$ cat config.mk
export PLATFORM = sky130hd
export DESIGN_NAME = qrs_sqrt
export DESIGN_NICKNAME = d
export VERILOG_FILES = /design/src/hw/rtl/qrs_sqrt.sv
export SDC_FILE = /design/constraint.sdc
export NUM_CORES = 2
export LEC_CHECK = 0
export BUFFER_PORTS_ARGS = -buffer_cell sky130_fd_sc_hd__buf_4
export CAP_MARGIN = 20
export CORE_ASPECT_RATIO = 0.9
export CORE_MARGIN = 5
export CORE_UTILIZATION = 45
export CTS_BUF_LIST = sky130_fd_sc_hd__clkbuf_8
export CTS_CLUSTER_DIAMETER = 100
export DETAILED_ROUTE_END_ITERATION = 7
export SYNTH_ARGS = -nofsm -noshare
export SYNTH_HDL_FRONTEND = slang
export SYNTH_MEMORY_MAX_BITS = 65536
export SYNTH_SLANG_ARGS = --single-unit
export TNS_END_PERCENT = 1
$ cat constraint.sdc
create_clock -name clock -period 3.25 [get_ports clock]
set_clock_uncertainty 0.05 [all_clocks]
set_input_delay 0.8125 -clock clock [delete_from_list [all_inputs] [get_ports clock]]
set_output_delay 0.8125 -clock clock [all_outputs]
set_load 0.01 [all_outputs]
$ cat src/hw/rtl/qrs_sqrt.sv
// Pipelined floor square root, one result bit per stage.
module qrs_sqrt #(
   parameter int W    = 32,
   parameter int SB_W = 1
) (
   input  logic              clock,
   input  logic              reset,
   input  logic              in_valid,
   input  logic [2*W+1:0]    in_rad,
   input  logic [SB_W-1:0]   in_sb,
   output logic              out_valid,
   output logic [W:0]        out_root,
   output logic [SB_W-1:0]   out_sb
);
   localparam int NS = W + 1;
   localparam int DW = 2 * W + 2;
   localparam int RW = W + 3;

   logic            v_ff    [NS];
   logic [DW-1:0]   rad_ff  [NS];
   logic [RW-1:0]   rem_ff  [NS];
   logic [W:0]      root_ff [NS];
   logic [SB_W-1:0] sb_ff   [NS];
   logic            v_cur    [NS];
   logic [DW-1:0]   rad_cur  [NS];
   logic [RW-1:0]   rem_cur  [NS];
   logic [W:0]      root_cur [NS];
   logic [SB_W-1:0] sb_cur   [NS];

   for (genvar i = 0; i < NS; i++) begin : g_stage
      logic [RW-1:0] rem_t, trial;
      logic          ge;
      if (i == 0) begin : g_head
         assign v_cur[i]    = in_valid;
         assign rad_cur[i]  = in_rad;
         assign rem_cur[i]  = '0;
         assign root_cur[i] = '0;
         assign sb_cur[i]   = in_sb;
      end else begin : g_link
         assign v_cur[i]    = v_ff[i-1];
         assign rad_cur[i]  = rad_ff[i-1];
         assign rem_cur[i]  = rem_ff[i-1];
         assign root_cur[i] = root_ff[i-1];
         assign sb_cur[i]   = sb_ff[i-1];
      end
      assign rem_t = {rem_cur[i][RW-3:0], rad_cur[i][DW-1 -: 2]};
      assign trial = {root_cur[i], 2'b01};
      assign ge    = (rem_t >= trial);
      always_ff @(posedge clock) begin
         if (reset) begin
            v_ff[i] <= 1'b0;
         end else begin
            v_ff[i] <= v_cur[i];
         end
         rad_ff[i]  <= rad_cur[i] << 2;
         rem_ff[i]  <= ge ? rem_t - trial : rem_t;
         root_ff[i] <= {root_cur[i][W-1:0], ge};
         sb_ff[i]   <= sb_cur[i];
      end
   end

   assign out_valid = v_ff[NS-1];
   assign out_root  = root_ff[NS-1];
   assign out_sb    = sb_ff[NS-1];

endmodule

* Word level (Yosys, flattened, before mapping)
Memory sizes are Yosys's and may differ from the RTL's.
Cells that the tools add are included.
** Storage, ports and cells
- Bits in writable memories :: 4422
- Output and inout bits :: 35
- Register bits after elaboration :: 0
- Memories :: 5
- Logic and storage cells :: 173
- Bits of input ports :: 70
** Memories
- rad_ff :: words 33, bits a word 64, rd ports 32, clocked after memory_dff 0, write ports 33, line 20 : logic [DW-1:0] rad_ff [NS];
- rem_ff :: words 33, bits a word 35, rd ports 32, clocked after memory_dff 0, write ports 33, line 21 : logic [RW-1:0] rem_ff [NS];
- root_ff :: words 33, bits a word 33, rd ports 33, clocked after memory_dff 0, write ports 33, line 22 : logic [W:0] root_ff [NS];
- sb_ff :: words 33, bits a word 1, rd ports 33, clocked after memory_dff 0, write ports 33, line 23 : logic [SB_W-1:0] sb_ff [NS];
- v_ff :: words 33, bits a word 1, rd ports 33, clocked after memory_dff 0, write ports 33, line 19 : logic v_ff [NS];
** Operators by class
- Magnitude comparators :: 33
- Muxes and demuxes :: 69
- Add/sub/neg operators :: 33
- Bitwise gates (word level) :: 33
** Operators with widths (count)
- 2-to-1 mux 35 bit :: 33
- >= comparator 35 bit :: 32
- subtractor 35 bit :: 32
- 2-to-1 mux 1 bit :: 36
- OR 1 bit :: 33
- subtractor 2 x 1 -> 3 bit (second input constant) :: 1
- >= comparator 2 x 1 -> 1 bit (second input constant) :: 1

* Logic depth before layout (Yosys ltp)
- Word-level depth :: 3
- Depth in mapped cells :: 15
- Gate-level depth less buffers :: 13

* Worst setup path after synthesis
No wires, ideal clock.
- Path kind :: reg-to-reg
- From :: memory root_ff[0][993] (netlist name)
- To :: memory rem_ff[0][1111] (netlist name)
- Stages on the path, launching flop included :: 15
- Data arrival time :: 3.375 ns
- Data required time :: 3.079 ns
- Path buffers :: 2
- Slack :: -0.296 ns
- Setup time :: 0.121 ns
- Period minus slack after synthesis :: 3.546 ns
- Cell sequence :: dfxtp_1 inv_1 ha_1 a21o_1 a2111oi_0 a21o_1 o31ai_1 a41oi_1 or2_2 a31oi_1 a221oi_1 o211a_1 buf_2 buf_2 mux2_2
** RTL lines (line)
- from (decl) :: 22
- to (decl) :: 21

==> impl_metrics.ini <==
[status]
status = finished, final reports clean

[global_route]
grt_pass1_wl_um = 343900
grt_max_degree = 48
grt_usage_pct = 18.39
antenna_found_initial = 2
gr-total-overflow = 0
grt_pass1_vias = 67570

[routing]
wire_per_inst_um = 15.56
drt-vias-per-instance = 4.982
num_vias = 67973
wirelength_um = 212300
ant_nets = 0
drc = 0
drt_iter0_drc = 4045
drtPass1Iterations = 6

[clock_network]
cts_buffers = 426
clk_latency_ns = 1.07
htreeDepth = 5
cts_buffer_depth = 4
clkTransAtPathRegs_ns = 0.07
cts_tree = yes
root_buffer = clkbuf_8
clkSinkCount = 2690

[pwr]
p_leak_nw = 55.05
p_comb_share_pct = 18.8
clkPwrFrac_pct = 32.9
internal_power_mw = 62.53
power_mw = 87.66
switching_power_mw = 25.14
swShare_pct = 28.67
seqPwrFrac_pct = 48.4
ir_drop_mv = 0.5241
power_density_mw_per_mm2 = 760.2

[synth]
yosys-top-cells-area = dfxtp_1, ha_1, xor2_1
synth_warnings = 0
synth.distinct_cells = 84
yosysTopAreaCellShare_pct = 55.42
synth_top_cell_by_area = dfxtp_1
syn_area_per_cell_um2 = 10.16
synth-seq-area-share_pct = 55.42
yosysMostFrequentCell = dfxtp_1
postSynthCellCount = 9561
ys.flop_type = dfxtp_1
synth_edf_count = 0
synth-async-reset-ratio_pct = 0
syn_nets = 10226
synth-seq-cells = 2690
mappedNetlistArea_mm2 = 0.09717
netlist_top_cells_count = dfxtp_1, inv_1, nand2_1

[critical_path]
cp-end-kind = register
crit_path_frequent_cell = a21o_1
cpPeakStageDelay_ns = 0.33
cp_slowest_cell = dfxtp_2
required_ns = 4.11
crit_type = register to register
cp_max_fo = 7
worst-path-buf-inv = 2
crit_arrival_ns = 4.10
worstSetupStartpointType = register
cp_top_family = compound AO/OA/AOI/OAI gates
path_cells = inv_2, ha_4, a21o_1, a2111oi_4, a21o_1, o31ai_4, a41oi_2, or2_4, a31oi_4, a221oi_4, o211a_4, bufbuf_16, mux2_2

[floorplanning]
die_w_um = 499.8
pin_count = 105
core_mm2 = 0.2143
dieArea_mm2 = 0.2253
die-height_um = 450.8
start_util_pct = 45.34
rows = 161

[finish]
design_area_mm2 = 0.1153
instances_no_fill = 13643
syn_to_final_growth_pct = 18.66
final_nets = 11134
drive_above_1_share_pct = 14.17

[job]
max_cap_violations = 0

[sta]
final_max_slew_viol_count = 0
slew_headroom_pct = 34.92
period_share_pct = 99.76
period_needed_ns = 3.242
worst_slew_pin_slew_ns = 0.9626
setup_viol = 0
hold_viol = 0
max_freq_mhz = 308.4
grt_setup_unrepaired = yes

[placement]
dpl_cell_area_mm2 = 0.1048
port-buffer-count = 104
dp_hpwl_um = 159100
dp_cells = 12808
gp_congestion = 0.8997

[worst_hold_path]
hp-class = register to register
[cell families after synthesis]
logic type	Yosys count	share of synthesized area (%)
adders and majority gates	595	7.661
and+or+nand+nor	2468	12.44
buffers and inverters	944	3.670
DFF	2690	55.42
xor gates and xnor gates	821	7.400
muxes	107	1.219
other	1	0.003859
AOI/OAI and AO/OA	1935	12.19
[routing by layer]
metal  global-route usage, %  part of all wire (%)  vias up
li1                        -                     -    34450
met1                   24.02                    46    31552
met3                   3.107                   4.7      448
met4                   6.133                   2.8        0
met5                       0                     0        -
met2                   30.97                    47     1523
[layout by cell type (no fill, tap or decap), drive strengths merged, types with 57 or more instances in the layout]
cell type	netlist	layout
nor2b	123	123
dfxtp	2690	2690
o21ai	565	565
mux2	91	91
a21o	237	237
nand3	147	147
o21a	107	107
nor4	112	112
xor2	414	414
buf	21	594
inv	753	887
ha	595	595
or3	87	87
dlygate4sd3	0	71
nand2	698	698
clkinv	1	60
a21oi	595	595
xnor2	407	407
o31ai	57	57
nor3	218	218
nor2	562	562
clkbuf	169	519
nand2b	137	137
nand4	110	110
[flip-flops by register name (all words and copies together) (netlist names)]
signal / cells
v_ff: 33
sb_ff: 33
root_ff: 561
rem_ff: 1007
rad_ff: 1056
[per-stage QoR]
step | hold WS, ns | TNS [ns] | worst slack [ns] | util (%)
finish | 0.2164 | 0 | 0.007890 | 53.80
global route | 0.2207 | -6.179 | -0.1238 | 53.80
CTS | 0.2081 | -0.5593 | -0.09171 | 53.44
detailed placement | 0.2621 | -10.74 | -0.2495 | 48.88
global placement | 0.2596 | -8.738 | -0.2152 | 48.88
floorplan | 0.2596 | -1.303 | -0.04454 | -
[layout make-up]
| cell class | instances | area, µm² |
|---|---|---|
| inverters | 754 | 2830 |
| clock buffers | 515 | 7088 |
| repair buffers | 670 | 5588 |
| fillers | 19178 | 99030 |
| diodes | 7 | 17.52 |
| well taps | 2852 | 3568 |
| multi-input cells | 5927 | 40670 |
| clock inverters | 228 | 1683 |
| flip-flops and latches | 2690 | 53860 |
[power by group through the flow]
stage / Clock (mW) / Sequential, mW / Combinational (mW)
6_report: 28.8 / 42.4 / 16.4
5_1_grt: 31.5 / 43.0 / 18.4
4_1_cts: 30.0 / 42.4 / 16.3
3_5_place_dp: 0 / 43.1 / 15.9
3_3_place_gp: 0 / 43.1 / 15.7
2_1_floorplan: 0 / 41.5 / 11.5
[worst reg2reg max path, stage by stage (launching register included)]
cell	delay (ns)
dfxtp_2	0.33
inv_2	0.04
ha_4	0.21
a21o_1	0.22
a2111oi_4	0.31
a21o_1	0.22
o31ai_4	0.08
a41oi_2	0.24
or2_4	0.18
a31oi_4	0.12
a221oi_4	0.28
o211a_4	0.24
bufbuf_16	0.28
mux2_2	0.32
[path summary, 6_finish.rpt]
| path | startpoint | to | slack, ns | depth (start not counted) |
|---|---|---|---|---|
| hold / removal | rad_ff[0][1533]$_DFF_P_ | rad_ff[0][1599]$_DFF_P_ | 0.22 | 0 |
| hold reg to reg | rad_ff[0][1533]$_DFF_P_ | rad_ff[0][1599]$_DFF_P_ | 0.22 | 0 |
| setup / recovery | root_ff[0][993]$_DFF_P_ | rem_ff[0][1108]$_DFF_P_ | 0.008 | 13 |
| setup reg to reg | root_ff[0][993]$_DFF_P_ | rem_ff[0][1108]$_DFF_P_ | 0.008 | 13 |
[timing repair]
| item | in CTS | in global routing |
|---|---|---|
| gates cloned | 2 | 4 |
| endpoints found under the hold margin | 98 | 0 |
| setup endpoints to repair | 134 | 477 |
| hold buffers | 71 | 0 |
| pin swaps | 13 | 22 |
| setup buffers | 6 | 2 |
| resized for setup | 41 | 163 |
No activity file was read; power rests on OpenSTA's default activity.
